===== config.mk =====
export PLATFORM = sky130hd
export DESIGN_NAME = bb3_back_flat
export DESIGN_NICKNAME = d
export VERILOG_FILES = /design/src/hdl/box_blur_3x3_rgb_unit_assert.svh /design/src/hdl/bb3_pkg.sv /design/src/hdl/bb3_out_if.sv /design/src/hdl/bb3_back.sv /design/src/flat_wrapper.sv
export SDC_FILE = /design/constraint.sdc
export NUM_CORES = 1
export LEC_CHECK = 0
export BUFFER_PORTS_ARGS = -buffer_cell sky130_fd_sc_hd__buf_2
export CAP_MARGIN = 15
export CORE_MARGIN = 5
export CORE_UTILIZATION = 66
export DETAILED_ROUTE_END_ITERATION = 16
export GPL_TIMING_DRIVEN = 0
export PLACE_DENSITY = 0.95
export SLEW_MARGIN = 20
export SYNTH_ARGS = -nofsm -noshare
export SYNTH_HDL_FRONTEND = slang
export SYNTH_SLANG_ARGS = --single-unit

===== constraint.sdc =====
create_clock -name clk -period 25.5 [get_ports clk]
set_input_delay 5.1 -clock clk [delete_from_list [all_inputs] [get_ports clk]]
set_output_delay 5.1 -clock clk [all_outputs]
set_load 0.01 [all_outputs]

===== src/hdl/box_blur_3x3_rgb_unit_assert.svh =====
// Assertion macros shared by the front end and queue modules of the blur unit.
`ifndef BOX_BLUR_3X3_RGB_UNIT_ASSERT_SVH
`define BOX_BLUR_3X3_RGB_UNIT_ASSERT_SVH

// Property that must hold at every clock edge outside reset.
`define BB3_ASSERT(lbl, prop, msg) \
  lbl: assert property (@(posedge clk) disable iff (rst) prop) else $error(msg);

// Condition that must never be true outside reset.
`define BB3_NEVER(lbl, cond, msg) \
  lbl: assert property (@(posedge clk) disable iff (rst) !(cond)) else $error(msg);

`endif


===== src/hdl/bb3_pkg.sv =====
// ----------------------------------------------------------------------------
// bb3_pkg
// Shared types, constants and arithmetic helpers of the 3x3 RGB box blur.
// ----------------------------------------------------------------------------
package bb3_pkg;

  localparam int DEF_MAX_WIDTH  = 1024;
  localparam int DEF_MAX_HEIGHT = 4096;

  localparam int PIX_W      = 24;
  localparam int CH_W       = 8;
  localparam int SUM_W      = 12;
  localparam int CNT_W      = 4;
  localparam int NUM_W      = 13;
  localparam int RECIP_W    = 20;
  localparam int RECIP_SH   = 20;
  localparam int PROD_W     = NUM_W + RECIP_W;
  localparam int FW_W       = 11;
  localparam int FH_W       = 13;
  localparam int CFG_W      = 13;
  localparam int CFG_IDX_W  = 1;
  localparam int RESET_WIDTH  = 640;
  localparam int RESET_HEIGHT = 480;
  localparam int QUEUE_DEPTH  = 4;

  // Configuration register indexes.
  typedef enum logic [CFG_IDX_W-1:0] {
    REG_FRAME_WIDTH  = 1'b0,
    REG_FRAME_HEIGHT = 1'b1
  } bb3_reg_t;

  // Front end sequencer states.
  typedef enum logic {
    ST_IDLE,
    ST_EMIT
  } bb3_state_t;

  // Neighborhood sums of one result, waiting for the divide.
  typedef struct packed {
    logic [2:0][SUM_W-1:0] sum;
    logic [CNT_W-1:0]      cnt;
    logic                  frame_end;
  } bb3_acc_t;

  // Adds the selected rows of one window column (bit 0 is the top row).
  function automatic bb3_acc_t col_add(bb3_acc_t a, logic [2:0][PIX_W-1:0] col,
                                       logic [2:0] rows);
    bb3_acc_t r;
    r = a;
    for (int i = 0; i < 3; i++) begin
      if (rows[i]) begin
        for (int ch = 0; ch < 3; ch++) begin
          r.sum[ch] = r.sum[ch] + SUM_W'(col[i][PIX_W-1-CH_W*ch -: CH_W]);
        end
        r.cnt = r.cnt + CNT_W'(1);
      end
    end
    return r;
  endfunction

  // Rounded-up reciprocal of twice the count, scaled by 2^RECIP_SH.
  function automatic logic [RECIP_W-1:0] recip(logic [CNT_W-1:0] n);
    logic [RECIP_W-1:0] m;
    case (n)
      4'd2:    m = 20'd262144;
      4'd3:    m = 20'd174763;
      4'd4:    m = 20'd131072;
      4'd5:    m = 20'd104858;
      4'd6:    m = 20'd87382;
      4'd7:    m = 20'd74899;
      4'd8:    m = 20'd65536;
      4'd9:    m = 20'd58255;
      default: m = 20'd524288;
    endcase
    return m;
  endfunction

endpackage


===== src/hdl/bb3_out_if.sv =====
// ----------------------------------------------------------------------------
// bb3_out_if
// Output channel of the blur unit: blurred pixels.
// ----------------------------------------------------------------------------
interface bb3_out_if;
  logic       valid;
  logic       ready;
  logic [7:0] out_red;
  logic [7:0] out_green;
  logic [7:0] out_blue;
  logic       frame_end;

  modport source (output valid, out_red, out_green, out_blue, frame_end, input ready);
  modport sink   (input valid, out_red, out_green, out_blue, frame_end, output ready);
endinterface


===== src/hdl/bb3_back.sv =====
// ----------------------------------------------------------------------------
// bb3_back
// Divides the channel sums by the pixel count with rounding, through a
// reciprocal table and one multiply per channel, into the output register.
// ----------------------------------------------------------------------------
module bb3_back (
  input  logic              clk,
  input  logic              rst,
  input  logic              head_valid,
  input  bb3_pkg::bb3_acc_t head_data,
  output logic              pop,
  bb3_out_if.source         out_ch
);

  logic [2:0][bb3_pkg::PROD_W-1:0] prod;
  logic                            fe;
  logic                            vld;
  logic [bb3_pkg::RECIP_W-1:0]     m;

  assign pop = head_valid && (!vld || out_ch.ready);
  assign m   = bb3_pkg::recip(head_data.cnt);

  // Output register valid.
  always_ff @(posedge clk) begin
    if (rst) begin
      vld <= 1'b0;
    end else if (pop) begin
      vld <= 1'b1;
    end else if (out_ch.ready) begin
      vld <= 1'b0;
    end
  end

  // (2*sum + count) times the reciprocal of 2*count, one lane per channel.
  always_ff @(posedge clk) begin
    if (pop) begin
      for (int ch = 0; ch < 3; ch++) begin
        prod[ch] <= bb3_pkg::PROD_W'({head_data.sum[ch], 1'b0} +
                    bb3_pkg::NUM_W'(head_data.cnt)) * bb3_pkg::PROD_W'(m);
      end
      fe <= head_data.frame_end;
    end
  end

  assign out_ch.valid     = vld;
  assign out_ch.out_red   = prod[0][bb3_pkg::RECIP_SH +: bb3_pkg::CH_W];
  assign out_ch.out_green = prod[1][bb3_pkg::RECIP_SH +: bb3_pkg::CH_W];
  assign out_ch.out_blue  = prod[2][bb3_pkg::RECIP_SH +: bb3_pkg::CH_W];
  assign out_ch.frame_end = fe;

endmodule


===== src/flat_wrapper.sv =====
// flat-port wrapper written by rule: the top's interface ports become plain ports
module bb3_back_flat 
  (clk, rst, head_valid, head_data, pop, out_ch_valid, out_ch_out_red, out_ch_out_green, out_ch_out_blue, out_ch_frame_end, out_ch_ready);
  bb3_out_if out_ch_i ();
  input  logic clk;
  input  logic rst;
  input  logic head_valid;
  input  bb3_pkg::bb3_acc_t head_data;
  output logic pop;
  output wire logic [$bits(out_ch_i.valid)-1:0] out_ch_valid;
  output wire logic [$bits(out_ch_i.out_red)-1:0] out_ch_out_red;
  output wire logic [$bits(out_ch_i.out_green)-1:0] out_ch_out_green;
  output wire logic [$bits(out_ch_i.out_blue)-1:0] out_ch_out_blue;
  output wire logic [$bits(out_ch_i.frame_end)-1:0] out_ch_frame_end;
  input wire logic [$bits(out_ch_i.ready)-1:0] out_ch_ready;
  assign out_ch_valid = out_ch_i.valid;
  assign out_ch_out_red = out_ch_i.out_red;
  assign out_ch_out_green = out_ch_i.out_green;
  assign out_ch_out_blue = out_ch_i.out_blue;
  assign out_ch_frame_end = out_ch_i.frame_end;
  assign out_ch_i.ready = out_ch_ready;
  bb3_back u_core (.clk(clk), .rst(rst), .head_valid(head_valid), .head_data(head_data), .pop(pop), .out_ch(out_ch_i));
endmodule

; ---- Yosys cells after proc, flatten, opt, wreduce, memory -nomap -nowiden
; Memories as Yosys holds them, arrays and structs flattened.
; Index checks and enable logic that the tools add are counted.
[totals]
reg_bits = 86
romBits = 320
input_bits = 45
out_inout_bits = 27
word_cells = 18
mem_count = 1
[op_classes]
n_addsub = 3
n_mul = 3
muxes = 2
reduce_logical = 4
[memory_table]
columns = name, depth, width, read_ports, rd_ports_with_merged_regs, wr, line_no
row1 = (name not given), 16, 20, 1, 0, 0, bb3_pkg.sv:64  ; case (n)
[ops]
columns = op, n
row1 = $mul 14x20->28, 3
row2 = $add 13x4->14, 3
row3 = $mux 1, 2
row4 = $reduce_bool 2->1, 1
row5 = $logic_and 1x1->1, 1
row6 = $logic_not 1->1, 1
row7 = $logic_or 1x1->1, 1

; ---- Longest topological paths before layout
; Gate-level depths: netlist of the first run.
[logic_depth]
ltp_word = 4
depth_mapped = 30
mapped_depth_nobuf = 30

; ---- Least setup slack after synthesis of the first run
; No wires, ideal clock.
[synth_path]
path_kind = in2out
start = in out_ch_ready
end = out pop
arrival_ns = 7.217
required_time_ns = 20.400
setup_slack_ns = 13.183
cell_stages = 2
n_path_buf = 0
path_cell_list = inv_1 -> a21boi_0
[synth_between]
elab_chain_len = 2
[synth_rtl]
columns = item, line_no
row1 = "start, declared", flat_wrapper.sv:15  ; input wire logic [$bits(out_ch_i.ready)-1:0] out_ch_ready;
row2 = $logic_or 1x1->1, bb3_back.sv:20  ; assign pop = head_valid && (!vld || out_ch.ready);
row3 = $logic_and 1x1->1, bb3_back.sv:20
row4 = "end, declared", flat_wrapper.sv:9  ; output logic pop;
; No other way between the ends.

; ---- Worst setup path in the final report of the first run
[layout_path]
start = in head_data[3] (netlist bit)
end = reg u_core.prod (netlist bit u_core.out_ch.out_green[7]) (data pin)
[layout_between]
elab_chain_len = 2
word_cells_on_any_way = 3
classes_between = add/sub (1) / mul (1) / memory (1)
[layout_rtl]
columns = item, line_no
row1 = "start, declared", flat_wrapper.sv:8  ; input bb3_pkg::bb3_acc_t head_data;
row2 = $add 13x4->14 / $mem_v2 16x20 (equally long branches), --
row3 = $mul 14x20->28 (*), bb3_back.sv:39  ; bb3_pkg::NUM_W'(head_data.cnt)) * bb3_pkg::PROD_W'(m);
row4 = "end signal, assigned by index", bb3_back.sv:38  ; prod[ch] <= bb3_pkg::PROD_W'({head_data.sum[ch], 1'b0} +
row5 = "end, declared", bb3_back.sv:15  ; logic [2:0][bb3_pkg::PROD_W-1:0] prod;
; Mark *: on every way between the ends. The rest lies on a longest branch, timed or not.
; A chain may end at the register's enable or synchronous reset.

==> results of run 1 <==
==> cell usage in the layout, fill, tap and decap left out, drive strengths merged, types with 3 or more instances in the layout <==
master,count
buf,76
a21boi,4
o21a,7
or2,6
o21bai,3
and4,3
ha,218
a2111oi,3
nor3,12
o21ai,20
and2,35
nor2,235
fa,600
clkbuf,95
nand3,14
inv,633
nor2b,13
xor2,41
and3,22
a221oi,3
o211ai,3
a21o,25
a211oi,6
a21oi,38
nand4,10
nand2,411
nand2b,32
a31oi,4
xnor2,76
a211o,3
edfxtp,25
or3,7
==> metrics by stage <==
| stage | total power, mW | std cells |
|---|---|---|
| floorplan | 0.820 | 2627 |
| global placement | 1.07 | 3158 |
| detailed placement | 1.13 | 3159 |
| CTS | 1.18 | 3163 |
| global route | 1.33 | 3163 |
| finish | 1.20 | 3165 |
==> power by group through the flow <==
stage / registers, mW / logic, mW / clock network (mW)
after floorplan: 0.103 / 0.717 / 0
after global placement: 0.0904 / 0.979 / 0
after detailed placement: 0.0912 / 1.04 / 0
after CTS: 0.0903 / 1.05 / 0.0489
after global routing: 0.0916 / 1.19 / 0.0510
final: 0.0901 / 1.06 / 0.0502
==> kinds of logic after synthesis <==
logic type	Yosys count
AOI/OAI and AO/OA	129
xor gates and xnor gates	117
and+or+nand+nor	807
adders and majority gates	818
DFF	26
buffers and inverters	730
==> state kept, by name, indices dropped and copies added, names as in the netlist <==
| register | flops |
|---|---|
| u_core.out_ch.out_red | 8 |
| u_core.out_ch.out_blue | 8 |
| u_core.out_ch.valid | 1 |
| u_core.out_ch.out_green | 8 |
| u_core.out_ch.frame_end | 1 |
==> synthesized netlist by cell type, drive strengths merged (3+ instances only) <==
cell | count | share of area
inv | 633 | 0.10
fa | 600 | 0.51
nand2 | 411 | 0.065
nor2 | 235 | 0.037
ha | 218 | 0.12
clkbuf | 92 | 0.015
xnor2 | 76 | 0.029
xor2 | 41 | 0.015
a21oi | 38 | 0.0087
and2 | 35 | 0.0093
nand2b | 32 | 0.0085
a21o | 25 | 0.0080
edfxtp | 25 | 0.032
and3 | 22 | 0.0058
o21ai | 20 | 0.0042
nand3 | 14 | 0.0030
nor2b | 13 | 0.0034
nor3 | 12 | 0.0025
nand4 | 10 | 0.0027
o21a | 7 | 0.0022
or3 | 7 | 0.0019
a211oi | 6 | 0.0019
or2 | 6 | 0.0016
buf | 5 | 0.0013
a21boi | 4 | 0.0014
a31oi | 4 | 0.0011
a2111oi | 3 | 0.0019
a211o | 3 | 0.0011
a221oi | 3 | 0.0011
and4 | 3 | 0.0011
o211ai | 3 | 0.00095
o21bai | 3 | 0.00095
==> worst max-delay path, stage by stage <==
cell and delay, ns:
buf_2 0.27, buf_2 0.27, inv_1 0.25, nor2_1 0.34
clkbuf_1 0.56, and2_1 0.42, clkbuf_1 0.94, clkbuf_1 0.72
nand2_1 0.16, fa_1 0.47, fa_1 0.55, inv_1 0.06
fa_1 0.61, fa_1 0.45, fa_1 0.49, inv_1 0.05
fa_1 0.49, inv_1 0.04, ha_1 0.34, and4_1 0.32
a221oi_1 0.55, o21a_1 0.25, o21ai_1 0.20, a31oi_1 0.59
o21ai_0 0.25, xnor2_1 0.17
==> routing by layer <==
metal / global-route usage / wire (um) / vias to the layer above
met2: 0.620 / 34200 / 1521
li1: - / - / 7847
met4: 0.294 / 7690 / 4
met1: 0.519 / 26400 / 9570
met3: 0.164 / 12500 / 494
met5: 0 / 28 / -
==> worst max path at each step <==
stage                  from                              endpoint  slack [ns]  depth (start not counted)
3_3_place_gp   out_ch_ready                                   pop       10.46                          4
3_5_place_dp   head_data[3]  u_core.out_ch.out_green[7]$_DFFE_PP_       10.78                         26
2_1_floorplan  out_ch_ready                                   pop       13.18                          2
5_1_grt        head_data[3]  u_core.out_ch.out_green[7]$_DFFE_PP_       10.66                         28
6_report       head_data[3]  u_core.out_ch.out_green[7]$_DFFE_PP_       10.67                         26
4_1_cts        head_data[3]  u_core.out_ch.out_green[7]$_DFFE_PP_       11.12                         26
==> area by class of cell <==
type / instances / area [um2] / area share
multi-input combinational: 1871 / 20100 / 0.815
inverter: 633 / 2380 / 0.0963
sequential: 26 / 771 / 0.0312
tap: 461 / 577 / 0.0234
buffer: 97 / 379 / 0.0154
timing repair buffer: 71 / 378 / 0.0153
clock buffer: 3 / 75.1 / 0.00304
antenna: 2 / 5.00 / 0.000203
clock inverter: 1 / 3.75 / 0.000152
==> metrics.cfg, run 1 <==
[route]
dr.pass1.iters=8
drt_iter0_markers=2366
wirelength_um=80800
via_per_inst=6.14
wl_per_cell_um=25.5
vias=19436
drc=0
final_antenna_net_count=0

[placement]
place_ws_ns=10.78
dpl_cell_area_um2=24600
routabilityCongestion=1.08
place_hpwl_um=66700
portBuffers=70

[status]
outcome=complete, no violations

[clock_network]
numCtsBuffers=3
cts.reportedPaths.clkPinSlew_ns=0.11
cts_tree=yes
cts.sinks=26
cts-root-buf=clkbuf_16
cts_resized=0
insertion_delay_ns=0.32
clock_path_buffers=2
cts_hold_buffers=0
postCtsSetupRepairBufs=0
cts_htree_levels=1

[logic_synthesis]
ys.flop_type=edfxtp_1
async_reset_ff_frac=0
yosysUniqueCellTypes=55
synthXorXnorAreaFrac=0.0438
synth_edf_count=25
synth_adder_area_share=0.625
synth.avg_cell_area_um2=8.98
netlist_area_um2=23600
synth.area.mux_share=0
yosys.area_share.simple=0.145
ys_seq_elements=26
yosys_warnings=0
ys_seq_area_frac=0.0327
syn-num-nets=3490
netlist_instances=2627
synth_compound_area_frac=0.0370
synth_top_family_by_area=adder cells

[power]
ir_drop_mv=0.0467
swShare=0.559
clkPwrFrac=0.042
p_per_area_nw_per_um2=48.8
internal-power_mw=0.531
combPwrFrac=0.883
p_seq_frac=0.075
p_switching_mw=0.673
leakage_nw=13.0

[grt]
antenna_found_initial=3
grt_max_degree=16
grt_use_total=0.423
grt_pass1_wl_um=122000
grt_pass1_vias=21021
globalRouteOverflowTotal=0

[sta]
whs_ns=0.567
fmax_mhz=67.4
period_needed_ns=14.83
finalHoldViolations=0
setup_viol=0
fin_crit_sh=0.582
rsz0062_at_grt=no
worstMarginPinSlew_ns=1.31
finClkSkew_ns=0.00264
tns_ns=0
setup_ws_ns=10.67
relSlewSlack=0.124
slew_viol_final=0

[worst_setup_path]
worstReg2RegStart=u_core.out_ch.valid$_SDFFE_PP0P_
cp.required_ns=25.58
crit_fanout=10
cp.arrival_ns=14.91
criticalPathCategory=input port to flip-flop
cp-end-kind=flip-flop
rr_worst_depth=2
regToRegSetupSlack_ns=23.99
r2r_end=u_core.out_ch.out_red[1]$_DFFE_PP_
cp-start-kind=input port

[cells_and_area]
final_net_count=3566
drive_above_1_share=0.0374
area_growth_syn_to_layout_pct=4.55
design_area_um2=24700
fillers=2729
final_util=0.697

[min_path]
holdCritStartpoint=u_core.out_ch.valid$_SDFFE_PP0P_
holdPathStages=2
whs_endpoint=u_core.out_ch.valid$_SDFFE_PP0P_
min_path_type=flip-flop to flip-flop

[die]
dieArea_um2=39600
die_y_um=199
coreArea_um2=35400
ios=72
initial_core_util=0.666
die_x_um=199
num_rows=69

[run]
maxCapViolCount=0

(Power assumes the default switching activity.)
==> run 2: changes to the inputs <==
--- a/config.mk
+++ b/config.mk
@@ -8,10 +8,10 @@
 export BUFFER_PORTS_ARGS = -buffer_cell sky130_fd_sc_hd__buf_2
 export CAP_MARGIN = 15
 export CORE_MARGIN = 5
-export CORE_UTILIZATION = 66
+export CORE_UTILIZATION = 60
 export DETAILED_ROUTE_END_ITERATION = 16
 export GPL_TIMING_DRIVEN = 0
-export PLACE_DENSITY = 0.95
+export PLACE_DENSITY = 0.91
 export SLEW_MARGIN = 20
 export SYNTH_ARGS = -nofsm -noshare
 export SYNTH_HDL_FRONTEND = slang
==> constraint.sdc (replaced) <==
create_clock -name clk -period 13 [get_ports clk]
set_input_delay 2.6 -clock clk [delete_from_list [all_inputs] [get_ports clk]]
set_output_delay 2.6 -clock clk [all_outputs]
set_load 0.01 [all_outputs]
==> run 2 against run 1 <==
  * Worst setup slack worse by 10 ns
  * Via count down 2.4%
  * Design area up 0.52%
  * Core utilization down 5.7 points
  * Clock power up 140%
  * First-iteration DRC count down 12%
  * Register-to-register slack worse by 12 ns
  * Non-clock buffer count up 2
  * Worst hold slack better by 0.0066 ns
  * Sequential cell count unchanged
  * Final cell count up 1.8%
  * Highest routed layer unchanged
==> metrics.cfg, run 2 (synthesis results as in run 1) <==
[status]
outcome=complete, no violations

[worst_setup_path]
cp.arrival_ns=12.50
crit_fanout=10
cp-end-kind=flip-flop
cp.required_ns=13.06
criticalPathCategory=input port to flip-flop
cp-start-kind=input port

[clock_network]
postCtsSetupRepairBufs=0
cts.reportedPaths.clkPinSlew_ns=0.14
cts_tree=yes
cts.sinks=26
cts-root-buf=clkbuf_16
clock_path_buffers=2
cts_resized=0
cts_hold_buffers=0
insertion_delay_ns=0.33
cts_htree_levels=1
numCtsBuffers=3

[placement]
routabilityCongestion=1.04
portBuffers=70
dpl_cell_area_um2=24700
place_hpwl_um=72400

[sta]
fin_crit_sh=0.957
setup_viol=0
relSlewSlack=0.135
worstMarginPinSlew_ns=1.30
tns_ns=0
slew_viol_final=0
finalHoldViolations=0
fmax_mhz=80.4
finClkSkew_ns=0.0345
period_needed_ns=12.44
rsz0062_at_grt=no

[route]
drc=0
drt_iter0_markers=2075
wirelength_um=86200
dr.pass1.iters=6
vias=18968
via_per_inst=5.89
final_antenna_net_count=0
wl_per_cell_um=26.7

[cells_and_area]
area_growth_syn_to_layout_pct=5.09
layout_common_cells=633 x inv_1, 600 x fa_1, 411 x nand2_1
final_net_count=3568
fillers=3441
final_common_cell=inv_1
drive_above_1_share=0.0396
design_area_um2=24800
multiInputGateArea_um2=20100
ff_latch_area_um2=771

[grt]
grt_pass1_wl_um=129000
grt_max_degree=16
globalRouteOverflowTotal=0
grt_use_total=0.404
grt_pass1_vias=20369
antenna_found_initial=2

[power]
ir_drop_mv=0.0924
leakage_nw=13.1
p_per_area_nw_per_um2=97.7

[min_path]
min_path_type=flip-flop to flip-flop

[die]
initial_core_util=0.609
ios=72
num_rows=72
die_y_um=208
coreArea_um2=38700
die_x_um=208
dieArea_um2=43400

[run]
maxCapViolCount=0

run 2: changes by cell type in the layout (fill, tap and decap cells not counted):
cell	change
nor2_1	-2
buf_6	+1
buf_8	+1
diode_2	-1
clkinv_1	-1
bufinv_16	+1
clkbuf_2	+1
nor2_2	+2
clkbuf_1	-1
run 2: final cells by class:
cell class                      count  share of cell area
Multi-Input combinational cell   1871               0.811
Inverter                          633              0.0958
Sequential cell                    26              0.0311
Tap cell                          518              0.0261
Timing Repair Buffer               73              0.0163
Buffer                             97              0.0153
Clock buffer                        3             0.00303
Clock inverter                      1             0.00121
Antenna cell                        1            0.000101
run 2: final timing paths:
path | cells past startpoint | to | slack, ns | from
hold reg to reg | 2 | u_core.out_ch.valid$_SDFFE_PP0P_ | 0.57 | u_core.out_ch.valid$_SDFFE_PP0P_
setup reg to reg | 2 | u_core.out_ch.out_red[3]$_DFFE_PP_ | 11.55 | u_core.out_ch.valid$_SDFFE_PP0P_
hold / removal | 2 | u_core.out_ch.valid$_SDFFE_PP0P_ | 0.57 | u_core.out_ch.valid$_SDFFE_PP0P_
setup / recovery | 26 | u_core.out_ch.out_green[7]$_DFFE_PP_ | 0.56 | head_data[4]
run 2: power breakdown:
part | switching (mW) | internal, mW | total, mW
logic | 1.29 | 0.836 | 2.12
clock network | 0.0584 | 0.0623 | 0.121
registers | 0.0121 | 0.168 | 0.180
total | 1.36 | 1.07 | 2.42
run 2: through the flow:
step	hold WS, ns	setup WS (ns)	cells	util	total power [mW]
2_1_floorplan	0.535	3.42	2627	-	1.61
3_3_place_gp	0.472	0.458	3215	0.635	2.16
3_5_place_dp	0.557	0.589	3217	0.637	2.26
4_1_cts	0.579	0.901	3221	0.639	2.39
5_1_grt	0.645	0.566	3222	0.640	2.67
6_report	0.574	0.562	3223	0.640	2.42
run 2: layer usage:
layer / global-route usage / up-vias / routed length (um)
li1: - / 7851 / -
met1: 0.553 / 9554 / 32700
met2: 0.592 / 1260 / 36600
met3: 0.130 / 299 / 11400
met4: 0.188 / 4 / 5440
met5: 0 / - / 30
run 2: worst max-delay path: stages:
cell      delay, ns
buf_2          0.18
clkbuf_1       0.28
nand2b_1       0.31
nor2_1         0.90
a21oi_2        0.38
nand2_1        0.21
clkbuf_1       0.85
buf_2          0.56
nand2_1        0.24
fa_1           0.54
inv_1          0.05
fa_1           0.46
fa_1           0.51
fa_1           0.52
fa_1           0.50
inv_1          0.05
fa_1           0.51
inv_1          0.04
ha_1           0.39
and4_1         0.37
a221oi_1       0.86
o21a_1         0.23
o21ai_1        0.22
a31oi_1        0.39
o21ai_0        0.17
xnor2_1        0.14
