==> src/hdl/box_blur_3x3_rgb_unit_assert.svh <==
// Assertion macros shared by the front end and queue modules of the blur unit.
`ifndef BOX_BLUR_3X3_RGB_UNIT_ASSERT_SVH
`define BOX_BLUR_3X3_RGB_UNIT_ASSERT_SVH

// Property that must hold at every clock edge outside reset.
`define BB3_ASSERT(lbl, prop, msg) \
  lbl: assert property (@(posedge clk) disable iff (rst) prop) else $error(msg);

// Condition that must never be true outside reset.
`define BB3_NEVER(lbl, cond, msg) \
  lbl: assert property (@(posedge clk) disable iff (rst) !(cond)) else $error(msg);

`endif

==> src/hdl/bb3_pkg.sv <==
// ----------------------------------------------------------------------------
// bb3_pkg
// Shared types, constants and arithmetic helpers of the 3x3 RGB box blur.
// ----------------------------------------------------------------------------
package bb3_pkg;

  localparam int DEF_MAX_WIDTH  = 1024;
  localparam int DEF_MAX_HEIGHT = 4096;

  localparam int PIX_W      = 24;
  localparam int CH_W       = 8;
  localparam int SUM_W      = 12;
  localparam int CNT_W      = 4;
  localparam int NUM_W      = 13;
  localparam int RECIP_W    = 20;
  localparam int RECIP_SH   = 20;
  localparam int PROD_W     = NUM_W + RECIP_W;
  localparam int FW_W       = 11;
  localparam int FH_W       = 13;
  localparam int CFG_W      = 13;
  localparam int CFG_IDX_W  = 1;
  localparam int RESET_WIDTH  = 640;
  localparam int RESET_HEIGHT = 480;
  localparam int QUEUE_DEPTH  = 4;

  // Configuration register indexes.
  typedef enum logic [CFG_IDX_W-1:0] {
    REG_FRAME_WIDTH  = 1'b0,
    REG_FRAME_HEIGHT = 1'b1
  } bb3_reg_t;

  // Front end sequencer states.
  typedef enum logic {
    ST_IDLE,
    ST_EMIT
  } bb3_state_t;

  // Neighborhood sums of one result, waiting for the divide.
  typedef struct packed {
    logic [2:0][SUM_W-1:0] sum;
    logic [CNT_W-1:0]      cnt;
    logic                  frame_end;
  } bb3_acc_t;

  // Adds the selected rows of one window column (bit 0 is the top row).
  function automatic bb3_acc_t col_add(bb3_acc_t a, logic [2:0][PIX_W-1:0] col,
                                       logic [2:0] rows);
    bb3_acc_t r;
    r = a;
    for (int i = 0; i < 3; i++) begin
      if (rows[i]) begin
        for (int ch = 0; ch < 3; ch++) begin
          r.sum[ch] = r.sum[ch] + SUM_W'(col[i][PIX_W-1-CH_W*ch -: CH_W]);
        end
        r.cnt = r.cnt + CNT_W'(1);
      end
    end
    return r;
  endfunction

  // Rounded-up reciprocal of twice the count, scaled by 2^RECIP_SH.
  function automatic logic [RECIP_W-1:0] recip(logic [CNT_W-1:0] n);
    logic [RECIP_W-1:0] m;
    case (n)
      4'd2:    m = 20'd262144;
      4'd3:    m = 20'd174763;
      4'd4:    m = 20'd131072;
      4'd5:    m = 20'd104858;
      4'd6:    m = 20'd87382;
      4'd7:    m = 20'd74899;
      4'd8:    m = 20'd65536;
      4'd9:    m = 20'd58255;
      default: m = 20'd524288;
    endcase
    return m;
  endfunction

endpackage

==> src/hdl/bb3_queue.sv <==
// ----------------------------------------------------------------------------
// bb3_queue
// Short queue of neighborhood sums between front and back; takes up to two
// entries per cycle and releases one when the back end pops.
// ----------------------------------------------------------------------------
`include "box_blur_3x3_rgb_unit_assert.svh"

module bb3_queue (
  input  logic              clk,
  input  logic              rst,
  input  logic              push0,
  input  logic              push1,
  input  bb3_pkg::bb3_acc_t push0_data,
  input  bb3_pkg::bb3_acc_t push1_data,
  output logic [2:0]        q_free,
  input  logic              pop,
  output logic              head_valid,
  output bb3_pkg::bb3_acc_t head_data
);

  localparam int PW = $clog2(bb3_pkg::QUEUE_DEPTH);

  bb3_pkg::bb3_acc_t entries [bb3_pkg::QUEUE_DEPTH];
  logic [PW-1:0] wr_ptr, rd_ptr;
  logic [2:0]    count;
  logic [2:0]    count_next;
  logic          do_pop;

  assign do_pop     = pop && head_valid;
  assign head_valid = count != 3'd0;
  assign head_data  = entries[rd_ptr];
  assign q_free     = 3'(bb3_pkg::QUEUE_DEPTH) - count;
  assign count_next = count + 3'(push0) + 3'(push1) - 3'(do_pop);

  // Entry storage.
  always_ff @(posedge clk) begin
    if (push0) begin
      entries[wr_ptr] <= push0_data;
    end
    if (push1) begin
      entries[wr_ptr + PW'(1)] <= push1_data;
    end
  end

  // Pointers and fill level.
  always_ff @(posedge clk) begin
    if (rst) begin
      wr_ptr <= '0;
      rd_ptr <= '0;
      count  <= '0;
    end else begin
      wr_ptr <= wr_ptr + PW'(push0) + PW'(push1);
      rd_ptr <= rd_ptr + PW'(do_pop);
      count  <= count_next;
    end
  end

  `BB3_NEVER(a_no_overflow, (push0 || push1) && q_free < 3'd2, "push into a queue without room")
  `BB3_NEVER(a_push_order, push1 && !push0, "second entry pushed without the first")
  `BB3_NEVER(a_count_bound, count > 3'(bb3_pkg::QUEUE_DEPTH), "queue fill level beyond depth")

endmodule

==> config.mk <==
export PLATFORM = sky130hd
export DESIGN_NAME = bb3_queue
export DESIGN_NICKNAME = d
export VERILOG_FILES = /design/src/hdl/bb3_pkg.sv /design/src/hdl/bb3_queue.sv
export VERILOG_INCLUDE_DIRS = /design/src /design/src/hdl
export SDC_FILE = /design/constraint.sdc
export NUM_CORES = 1
export LEC_CHECK = 0
export BUFFER_PORTS_ARGS = -buffer_cell sky130_fd_sc_hd__buf_2
export CAP_MARGIN = 40
export CORE_ASPECT_RATIO = 1.5
export CORE_MARGIN = 10
export CORE_UTILIZATION = 35
export DETAILED_ROUTE_END_ITERATION = 12
export GPL_TIMING_DRIVEN = 0
export SLEW_MARGIN = 40
export SYNTH_ARGS = -nofsm -noshare
export SYNTH_HDL_FRONTEND = slang
export SYNTH_SLANG_ARGS = --single-unit
==> constraint.sdc <==
create_clock -name clk -period 5.9 [get_ports clk]
set_input_delay 0.295 -clock clk [delete_from_list [all_inputs] [get_ports clk]]
set_output_delay 0.295 -clock clk [all_outputs]
set_load 0.1 [all_outputs]
# Word level (Yosys, flattened, before mapping)

Memories as Yosys holds them, arrays and structs flattened. A register that Yosys moved wholly into a read port is not among the register bits.
Cells that the tools add are included.

Logic and storage cells: 19
Memories kept: 1
Memory bits (read-only): 0
Flip-flop bits (word level): 7
Latch bits: 0
Input port bits: 87
Memory bits (writable): 164

Order comparisons: 0
Shift-type cells: 0
Bitwise gates (word level): 0
Equality and inequality tests: 0
Multiplexer cells: 5
Add/sub/neg operators: 8
Divide/modulo/power cells: 0
Reduce and logical (&&, ||, !) cells: 2
Multipliers: 0

Memories:

| memory  | words | width | read ports | clocked after Yosys merged registers in | wr ports | RTL line        | RTL |
|---|---|---|---|---|---|---|---|
| entries | 4     | 41    | 1          | 1                                       | 2        | bb3_queue.sv:23 | `bb3_pkg::bb3_acc_t entries [bb3_pkg::QUEUE_DEPTH];` |

Operators with widths:

| kind                                                          | count |
|---|---|
| 2-bit by 1-bit adder with 2-bit output                        | 3 |
| 3-bit by 1-bit adder with 3-bit output                        | 2 |
| 1-bit 2-to-1 mux                                              | 4 |
| 3-bit nonzero test                                            | 1 |
| 3-bit by 1-bit subtractor with 3-bit output                   | 1 |
| 3-bit subtractor, first input constant                        | 1 |
| 2-bit by 1-bit adder with 2-bit output, second input constant | 1 |
| 2-bit 2-to-1 mux                                              | 1 |
| 1-bit logical AND                                             | 1 |

# Depth between registers and ports, before layout

Gate-level depths: netlist of run 1.

Word-level depth: 4
Mapped depth: 10

# Least setup slack after synthesis of run 1

Ideal clock, no wire load.

Path type: reg-to-reg
Start: register wr_ptr[0]
End: memory entries[2][0] in the netlist's numbering (enable)
Data required time: 5.404 ns
Buffers on the path: 1
Setup slack: 1.864 ns
Cell stages (with the launch flop): 4
Arrival: 3.540 ns
Cells stage by stage: dfxtp_1 -> buf_2 -> nand2b_1 -> o21ai_0

RTL lines:

| what                   | RTL line        | RTL |
|---|---|---|
| from (decl)            | bb3_queue.sv:24 | `logic [PW-1:0] wr_ptr, rd_ptr;` |
| from (signal assigned) | bb3_queue.sv:52 | `wr_ptr <= wr_ptr + PW'(push0) + PW'(push1);` |
| to (decl)              | bb3_queue.sv:23 |  |

==> results of run 1 <==
[area by class of cell]
cell class                 instances  area [um^2]
fill                            2131        13300
sequential                       171         5060
multi-input combinational        233         3100
timing repair buffer             142          883
clock buffer                      26          553
tap                              319          399
buffer                            30          184
clock inverter                     6         45.0
inverter                           9         33.8
antenna                            7         17.5
[per-layer routing]
layer  share of wire, %  track usage, %  routed length (um)  vias up
met5              0.033               0                   7        -
met4                1.2            4.88                 250        2
met3                3.8            3.42                 799       22
met2                 56            25.9               11900       85
met1                 39            15.2                8240     2443
li1                   -               -                   -     2132
[worst max-delay path by stage]
stage,cells past startpoint,startpoint,slack (ns),end
detailed placement,10,count[0]$_SDFF_PP0_,3.55,count[2]$_SDFF_PP0_
CTS,4,rd_ptr[1]$_SDFF_PP0_,3.21,head_data[29]
global placement,3,wr_ptr[0]$_SDFF_PP0_,-1.23,entries[0][13]$_DFFE_PP_
global route,4,rd_ptr[1]$_SDFF_PP0_,3.16,head_data[17]
finish,4,rd_ptr[1]$_SDFF_PP0_,3.27,head_data[17]
floorplan,3,wr_ptr[0]$_SDFF_PP0_,1.86,entries[2][0]$_DFFE_PP_
[kinds of logic (layout without fill, tap and decap cells)]
| kind of cell | Yosys count | after routing | share of synthesized area (%) |
|---|---|---|---|
| buf+inv | 39 | 213 | 2.61 |
| fa+ha+maj | 7 | 7 | 1.32 |
| xor+xnor | 3 | 3 | 0.495 |
| compound gates | 2 | 2 | 0.120 |
| simple gates | 15 | 15 | 1.50 |
| other cells | 0 | 7 | 0 |
| flops | 171 | 171 | 60.7 |
| mux | 206 | 206 | 33.3 |
[placed cells by master (no fill, tap or decap), types with 3 or more instances in the layout]
master / n
dfxtp_1: 7
clkinv_4: 3
fa_1: 3
diode_2: 7
ha_1: 4
mux2_1: 6
mux4_2: 41
clkbuf_1: 6
buf_16: 5
buf_2: 149
buf_6: 4
clkbuf_8: 3
edfxtp_1: 164
inv_1: 9
clkbuf_16: 20
nor2_1: 3
buf_4: 5
buf_8: 6
mux2_2: 158
nor2b_1: 5
inv_4: 3
[report_power, final]
| part | internal (mW) | leakage [nW] | total (mW) | switching [mW] |
|---|---|---|---|---|
| clock network | 0.652 | 0.297 | 1.11 | 0.460 |
| logic | 0.544 | 1.81 | 2.06 | 1.51 |
| registers | 1.52 | 1.60 | 1.56 | 0.0366 |
[metrics by stage]
step                      TNS (ns)  setup WS (ns)  hold slack [ns]
after global placement      -93.93          -1.23            0.543
after global routing             0           3.16            0.118
after floorplan                  0           1.86            0.367
after detailed placement         0           3.55            0.553
after CTS                        0           3.21           0.0897
final                            0           3.27            0.105
[flip-flops by register name, summed over array words and instances (netlist names)]
| name | cells |
|---|---|
| wr_ptr | 2 |
| entries | 164 |
| rd_ptr | 2 |
| count | 3 |
==> results.py, run 1 <==
metrics = {
    "setup_path": {
        "critical_path.top_delay_family": "buffers and inverters",
        "cp_num_buf_inv": 3,
        "cp_slowest_cell": "clkbuf_1",
        "end_kind": "output port",
        "worst_r2r_endpoint": "count[2]$_SDFF_PP0_",
        "crit_top_cell": "buf_2",
        "arrival_ns": 2.33,
        "critPathMaxStageDelay_ns": 0.61,
        "path_max_fanout": 10,
        "regToRegSetupSlack_ns": 3.56,
        "r2r_start": "count[0]$_SDFF_PP0_",
        "start_kind": "register",
        "crit_path_cell_trace": "buf_2, clkbuf_1, mux4_2, buf_2",
        "reg2reg_depth": 10,
        "crit_type": "register to output port",
        "worstPathRequired_ns": 5.61,
    },
    "yosys": {
        "synth_warnings": 0,
        "synthArstFlopShare_pct": 0,
        "syn_inst": 443,
        "synth_ff_type": "edfxtp_1",
        "synth_area_leader_cell": "edfxtp_1",
        "synth.most_common_cell": "edfxtp_1",
        "synth_top_area_share_pct": 59.0,
        "ys_seq_area_share_pct": 60.7,
        "synthTopCellsByCount": "edfxtp_1, mux2_2, mux4_2",
        "syn_nets": 537,
        "avgSynthCellArea_um2": 18.8,
        "synth_area_um2": 8350,
        "synth_area_leaders": "edfxtp_1, mux2_2, mux4_2",
        "ys_ff_latch": 171,
        "synth_edf_count": 164,
        "ys_types": 22,
    },
    "die": {
        "start_util_pct": 35.4,
        "core_area_um2": 23600,
        "die_w_um": 146,
        "die_area_um2": 30600,
        "std_cell_rows": 69,
        "die-height_um": 209,
        "pin_count": 132,
    },
    "drt": {
        "drcViolationCount": 0,
        "viasPerCell": 4.97,
        "post_drt_wl_per_cell_um": 22.5,
        "vias": 4684,
        "drt_wl_total_um": 21200,
        "drt_iter0_markers": 401,
        "drtAntennaViolNets": 0,
        "dr.pass1.iters": 4,
    },
    "finish": {
        "drive_gt1_share_pct": 65.6,
        "final_util_pct": 43.6,
        "fin_cells": 943,
        "area_growth_pct": 23.2,
        "nNetsFinal": 698,
        "postLayoutCellArea_um2": 10300,
    },
    "placement": {
        "dp_hpwl_um": 14900,
        "io_buffers": 131,
        "dpl_cell_area_um2": 9670,
        "dp_cells": 904,
        "gp_congestion": 0.754,
    },
    "clock_network": {
        "hold_buffers": 0,
        "htreeDepth": 4,
        "cts_buffer_depth": 2,
        "post_cts_buffers": 0,
        "tritoncts": "done",
        "clock-sinks": 171,
        "cts-root-buf": "clkbuf_16",
        "clk_latency_ns": 0.43,
        "cts_made_buffers": 17,
        "ctsResizeCount": 0,
        "clk_pin_slew_ns": 0.07,
    },
    "timing": {
        "slew_headroom_pct": 48.7,
        "final.min_clock_period_ns": 2.63,
        "worst_slew_pin_slew_ns": 0.770,
        "finalClockSkew_ns": 0.0124,
        "slew_viol_final": 0,
        "rsz0062_at_grt": "false",
        "setup_viol_count_final": 0,
        "min_period_over_period_pct": 44.5,
        "fmaxAchievable_mhz": 381,
        "hold_viol_final": 0,
    },
    "flow_run": {
        "max_cap_viol_count": 0,
    },
    "run_status": {
        "status": "complete, no violations",
    },
    "power_and_ir_drop": {
        "p_leak_nw": 3.70,
        "p_total_mw": 4.73,
        "worst_ir_drop_vdd_v": 0.000511,
        "power_density_nw_per_um2": 460,
    },
    "grt": {
        "gr-total-overflow": 0,
        "antenna_found_initial": 7,
        "grt_pass1_vias": 5363,
        "grt_max_degree": 17,
        "grt_pass1_wl_um": 32100,
        "track_usage_pct": 14.0,
    },
    "worst_hold_path": {
        "hold_start": "rst",
        "hold_path_depth": 2,
        "hp-class": "input pin to register",
        "worstHoldEndpoint": "rd_ptr[1]$_SDFF_PP0_",
    },
}
Power figures use the tool's default switching activity.
==> inputs of run 2 (changes only) <==
clock period = 2.3 ns   (was 5.9 ns; I/O delays follow)
==> run 2 against run 1 <==
Against the previous run:
- routed wire length up 1.7%
- count of clock-buffer cells in the layout is 9 lower
- flip-flop and latch count unchanged
- setup slack lost 3.2 ns
- combinational power grew to 2.6 times the previous value
- utilization grew 0.11 points
- sequential power rose to 2.6 times the previous value
- clock power grew to 2.7 times the previous value
- non-clock buffer count increased by 1
- register-to-register slack got worse by 3.4 ns
- highest routed layer unchanged
- sequential share of layout area shrank 0.095 points
==> results.py, run 2 (synthesized netlist as in run 1, its figures left out) <==
metrics = {
    "timing": {
        "rsz0062_at_grt": "true",
        "finalClockSkew_ns": 0.00713,
        "holdWs_ns": 0.0171,
        "final.min_clock_period_ns": 2.24,
        "min_period_over_period_pct": 97.3,
        "slew_headroom_pct": 58.9,
        "hold_viol_final": 0,
        "layout_setup_ws_ns": 0.0623,
        "fmaxAchievable_mhz": 447,
        "setup-tns-final_ns": 0,
        "worst_slew_pin_slew_ns": 0.615,
        "setup_viol_count_final": 0,
        "slew_viol_final": 0,
    },
    "finish": {
        "n_fill_cell": 2105,
        "largestRegisters": "entries (164), count (3)",
        "nNetsFinal": 699,
        "area_growth_pct": 23.5,
        "largest_register_ff_count": 164,
        "final_common_cell": "edfxtp_1",
        "top_register": "entries",
        "drive_gt1_share_pct": 66.8,
        "fin_cells": 942,
        "final_cell_mix": "edfxtp_1, mux2_2, buf_2, mux4_2, clkbuf_16",
    },
    "die": {
        "core_area_um2": 23600,
        "start_util_pct": 35.4,
        "die_area_um2": 30600,
        "std_cell_rows": 69,
        "pin_count": 132,
        "die-height_um": 209,
        "die_w_um": 146,
    },
    "power_and_ir_drop": {
        "p_total_mw": 12.3,
        "worst_ir_drop_vdd_v": 0.00186,
        "intPower_mw": 7.05,
        "combPwrFrac_pct": 43.0,
        "seqPwrFrac_pct": 32.6,
        "switching_share_pct": 42.7,
        "p_leak_nw": 3.72,
        "switchingPower_mw": 5.25,
        "power_density_nw_per_um2": 1190,
        "clkPwrFrac_pct": 24.4,
    },
    "clock_network": {
        "cts_made_buffers": 17,
        "tritoncts": "done",
        "cts-root-buf": "clkbuf_16",
        "clock-sinks": 171,
        "clk_pin_slew_ns": 0.07,
        "clk_latency_ns": 0.43,
        "post_cts_buffers": 0,
        "htreeDepth": 4,
        "cts_buffer_depth": 2,
    },
    "drt": {
        "drcViolationCount": 0,
        "post_drt_wl_per_cell_um": 22.9,
        "vias": 4674,
        "viasPerCell": 4.96,
        "drtAntennaViolNets": 0,
        "drt_iter0_markers": 345,
        "dr.pass1.iters": 4,
        "drt_wl_total_um": 21600,
    },
    "grt": {
        "track_usage_pct": 14.1,
        "grt_pass1_wl_um": 32500,
        "gr-total-overflow": 0,
        "antenna_found_initial": 6,
        "grt_pass1_vias": 5430,
        "grt_max_degree": 17,
    },
    "run_status": {
        "status": "complete, no violations",
    },
    "placement": {
        "dp_slack_ns": -0.0323,
        "dp_cells": 903,
        "dp_hpwl_um": 15300,
        "gp_congestion": 0.758,
        "io_buffers": 131,
    },
    "worst_hold_path": {
        "hold_path_depth": 2,
        "hp-class": "input pin to register",
    },
    "setup_path": {
        "crit_top_cell": "buf_2",
        "critPathMaxStageDelay_ns": 0.56,
        "reg2reg_depth": 10,
        "crit_path_cell_trace": "buf_2, buf_4, mux4_2, buf_2",
        "crit_type": "register to output port",
        "arrival_ns": 2.12,
        "cp_slowest_cell": "mux4_2",
        "start_kind": "register",
        "worstPathRequired_ns": 2.18,
        "end_kind": "output port",
        "path_max_fanout": 10,
    },
    "flow_run": {
        "max_cap_viol_count": 0,
    },
}
[run 2: layout make-up]
| type | instances | area [um^2] | area share [%] |
|---|---|---|---|
| clock inverter | 15 | 184 | 1.78 |
| tap | 319 | 399 | 3.87 |
| antenna | 5 | 12.5 | 0.121 |
| clock buffer | 17 | 425 | 4.13 |
| sequential | 171 | 5070 | 49.2 |
| inverter | 9 | 33.8 | 0.328 |
| multi-input combinational | 233 | 3110 | 30.2 |
| timing repair buffer | 144 | 891 | 8.64 |
| buffer | 29 | 188 | 1.82 |
[run 2: worst paths after layout]
| kind | start | endpoint | slack (ns) |
|---|---|---|---|
| hold / removal | push0_data[5] | entries[2][5]$_DFFE_PP_ | 0.02 |
| setup / recovery | rd_ptr[0]$_SDFF_PP0_ | head_data[9] | 0.06 |
| hold reg to reg | count[1]$_SDFF_PP0_ | count[2]$_SDFF_PP0_ | 0.62 |
| setup reg to reg | count[0]$_SDFF_PP0_ | count[2]$_SDFF_PP0_ | 0.12 |
[run 2: what timing repair did]
item	CTS	global route
endpoints found under the setup margin	32	43
hold buffers	3	0
gates resized for setup	9	2
pin swaps	0	0
hold endpoints to repair	8	0
[run 2: power by group through the flow]
stage	Sequential, mW	Combinational [mW]	Clock (mW)
floorplan	4.05	4.25	0
global placement	4.09	5.13	0
detailed placement	4.08	5.34	0
CTS	4.01	5.38	3.07
global route	4.04	5.53	3.19
finish	4.01	5.29	3.00
[run 2: through the flow]
step	cell area, um^2	utilization, %
after floorplan	8350	-
after CTS	10300	43.7
after detailed placement	9640	40.9
final	10300	43.7
after global routing	10300	43.7
after global placement	9410	39.9
[run 2: worst max-delay path, delay by kind of cell (launching register included)]
family | cells | cell delay [ns]
multiplexers | 1 | 0.56
buffers and inverters | 3 | 0.78
flip-flops | 1 | 0.35
[run 2: per-layer routing]
| layer | vias up | wire length (um) | GRT usage [%] |
|---|---|---|---|
| li1 | 2114 | - | - |
| met1 | 2417 | 7990 | 15.0 |
| met2 | 116 | 12300 | 26.5 |
| met3 | 23 | 870 | 3.05 |
| met4 | 4 | 385 | 5.68 |
| met5 | - | 25 | 0 |
==> inputs of run 3 (changes only) <==
clock period = 2.27 ns   (was 2.3 ns; I/O delays follow)
==> run 3 against run 2 <==
Against the previous run:
- utilization rose by 0.55 points
- flip-flop and latch count unchanged
- routed wire length is 0.10% lower
- via count up 0.19%
- register-to-register slack about the same
- count of clock-buffer cells in the layout is the same
==> results.py, run 3 (synthesized netlist as in run 1, its figures left out) <==
metrics = {
    "run_status": {
        "status": "complete, no violations",
    },
    "clock_network": {
        "cts_made_buffers": 17,
        "cts-root-buf": "clkbuf_16",
        "cts_buffer_depth": 2,
        "htreeDepth": 4,
        "clk_latency_ns": 0.42,
        "tritoncts": "done",
        "clock-sinks": 171,
        "clk_pin_slew_ns": 0.07,
    },
    "finish": {
        "area_growth_pct": 25.0,
        "final_common_cell": "edfxtp_1",
        "nNetsFinal": 701,
        "largest_register_ff_count": 164,
        "postLayoutCellArea_um2": 10400,
        "final_cell_mix": "edfxtp_1, mux2_2, buf_2, mux4_2, buf_4",
        "top_register": "entries",
        "largestRegisters": "entries (164), count (3)",
        "n_fill_cell": 2094,
        "final_util_pct": 44.3,
        "drive_gt1_share_pct": 66.9,
    },
    "power_and_ir_drop": {
        "p_leak_nw": 3.76,
        "worst_ir_drop_vdd_v": 0.00189,
        "power_density_nw_per_um2": 1210,
    },
    "die": {
        "std_cell_rows": 69,
        "start_util_pct": 35.4,
        "core_area_um2": 23600,
        "die_area_um2": 30600,
        "pin_count": 132,
        "die_w_um": 146,
        "die-height_um": 209,
    },
    "setup_path": {
        "reg2reg_depth": 10,
        "cp_slowest_cell": "mux4_2",
        "critical_path.top_delay_family": "buffers and inverters",
        "start_kind": "register",
        "path_max_fanout": 10,
        "worstPathRequired_ns": 2.16,
        "crit_path_cell_trace": "buf_2, buf_6, mux4_2, clkbuf_4",
        "end_kind": "output port",
        "regToRegSetupSlack_ns": 0.11,
        "critPathMaxStageDelay_ns": 0.54,
        "arrival_ns": 2.08,
        "crit_type": "register to output port",
        "worst_r2r_endpoint": "count[2]$_SDFF_PP0_",
        "r2r_start": "count[0]$_SDFF_PP0_",
        "cp_num_buf_inv": 3,
    },
    "timing": {
        "slew_headroom_pct": 58.0,
        "worst_slew_pin_slew_ns": 0.628,
        "slew_viol_final": 0,
        "rsz0062_at_grt": "true",
        "finalClockSkew_ns": 0.00836,
        "final.min_clock_period_ns": 2.19,
        "fmaxAchievable_mhz": 457,
        "min_period_over_period_pct": 96.4,
        "hold_viol_final": 0,
        "setup_viol_count_final": 0,
    },
    "worst_hold_path": {
        "hold_path_depth": 2,
        "hold_start": "push1_data[5]",
        "hp-class": "input pin to register",
        "worstHoldEndpoint": "entries[2][5]$_DFFE_PP_",
    },
    "placement": {
        "dpl_cell_area_um2": 9640,
        "dp_hpwl_um": 15300,
        "io_buffers": 131,
        "gp_congestion": 0.758,
    },
    "drt": {
        "dr.pass1.iters": 4,
        "vias": 4683,
        "drcViolationCount": 0,
        "drtAntennaViolNets": 0,
        "drt_iter0_markers": 345,
        "viasPerCell": 4.96,
        "drt_wl_total_um": 21500,
        "post_drt_wl_per_cell_um": 22.8,
    },
    "flow_run": {
        "max_cap_viol_count": 0,
    },
    "grt": {
        "grt_max_degree": 17,
        "grt_pass1_vias": 5448,
        "track_usage_pct": 14.2,
        "grt_pass1_wl_um": 32500,
        "gr-total-overflow": 0,
        "antenna_found_initial": 6,
    },
}
==> run 3: changes by cell type in the layout (fill, tap and decap cells not counted), moves of 3 or more <==
cell | previous run | this run
clkbuf_4 | 0 | 12
buf_6 | 4 | 7
buf_2 | 144 | 108
buf_4 | 9 | 30
==> run 3: worst register-to-register path, delay by kind of cell, from the launching register on <==
family	cells	cell delay, ns
xor gates and xnor gates	1	0.20
adders and majority gates	5	1.21
buffers and inverters	2	0.09
DFF	1	0.37
and+or+nand+nor	2	0.18
==> run 3: through the flow <==
stage	hold WS [ns]	total power [mW]	setup TNS [ns]	instances	setup slack, ns
6_report	0.0221	12.7	0	944	0.0815
4_1_cts	0.00212	12.7	0	939	0.00121
3_5_place_dp	0.375	9.54	-0.0641	903	-0.0623
5_1_grt	0.0159	13.1	-0.134	943	-0.0209
2_1_floorplan	0.185	8.41	-54.45	443	-0.664
3_3_place_gp	0.365	9.34	-282.97	893	-2.52
==> run 3: power breakdown <==
group | switching [mW] | leakage (nW) | internal, mW
Combinational | 3.96 | 1.86 | 1.61
Sequential | 0.100 | 1.60 | 3.96
Clock | 1.28 | 0.304 | 1.76
==> run 3: metal layers <==
metal	vias up	wire length [um]	global-route usage, %
li1	2122	-	-
met1	2431	8060	15.0
met2	103	12200	26.6
met3	23	878	3.05
met4	4	370	5.68
met5	-	25	0
==> run 3: cell type report <==
class | count | area [um^2] | area share [%]
Antenna cell | 5 | 12.5 | 0.120
Buffer | 29 | 206 | 1.98
Clock buffer | 17 | 425 | 4.08
Clock inverter | 15 | 184 | 1.76
Inverter | 9 | 33.8 | 0.324
Multi-Input combinational cell | 233 | 3110 | 29.8
Sequential cell | 171 | 5070 | 48.6
Tap cell | 319 | 399 | 3.82
Timing Repair Buffer | 146 | 998 | 9.56
==> run 3: worst max path at each step <==
stage / cells past startpoint / endpoint / startpoint
3_3_place_gp: 3 / entries[0][15]$_DFFE_PP_ / wr_ptr[0]$_SDFF_PP0_
2_1_floorplan: 3 / entries[0][0]$_DFFE_PP_ / wr_ptr[0]$_SDFF_PP0_
4_1_cts: 4 / head_data[0] / rd_ptr[0]$_SDFF_PP0_
5_1_grt: 4 / head_data[14] / rd_ptr[0]$_SDFF_PP0_
3_5_place_dp: 10 / count[2]$_SDFF_PP0_ / count[0]$_SDFF_PP0_
6_report: 4 / head_data[11] / rd_ptr[0]$_SDFF_PP0_
==> run 3: timing repair <==
| item | in CTS | in global routing |
|---|---|---|
| gates cloned | 0 | 0 |
| pin swaps | 0 | 0 |
| endpoints found under the hold margin | 9 | 0 |
| hold buffers | 4 | 0 |
| gates resized for setup | 21 | 46 |
| setup endpoints to repair | 33 | 43 |
| buffers inserted | 0 | 1 |
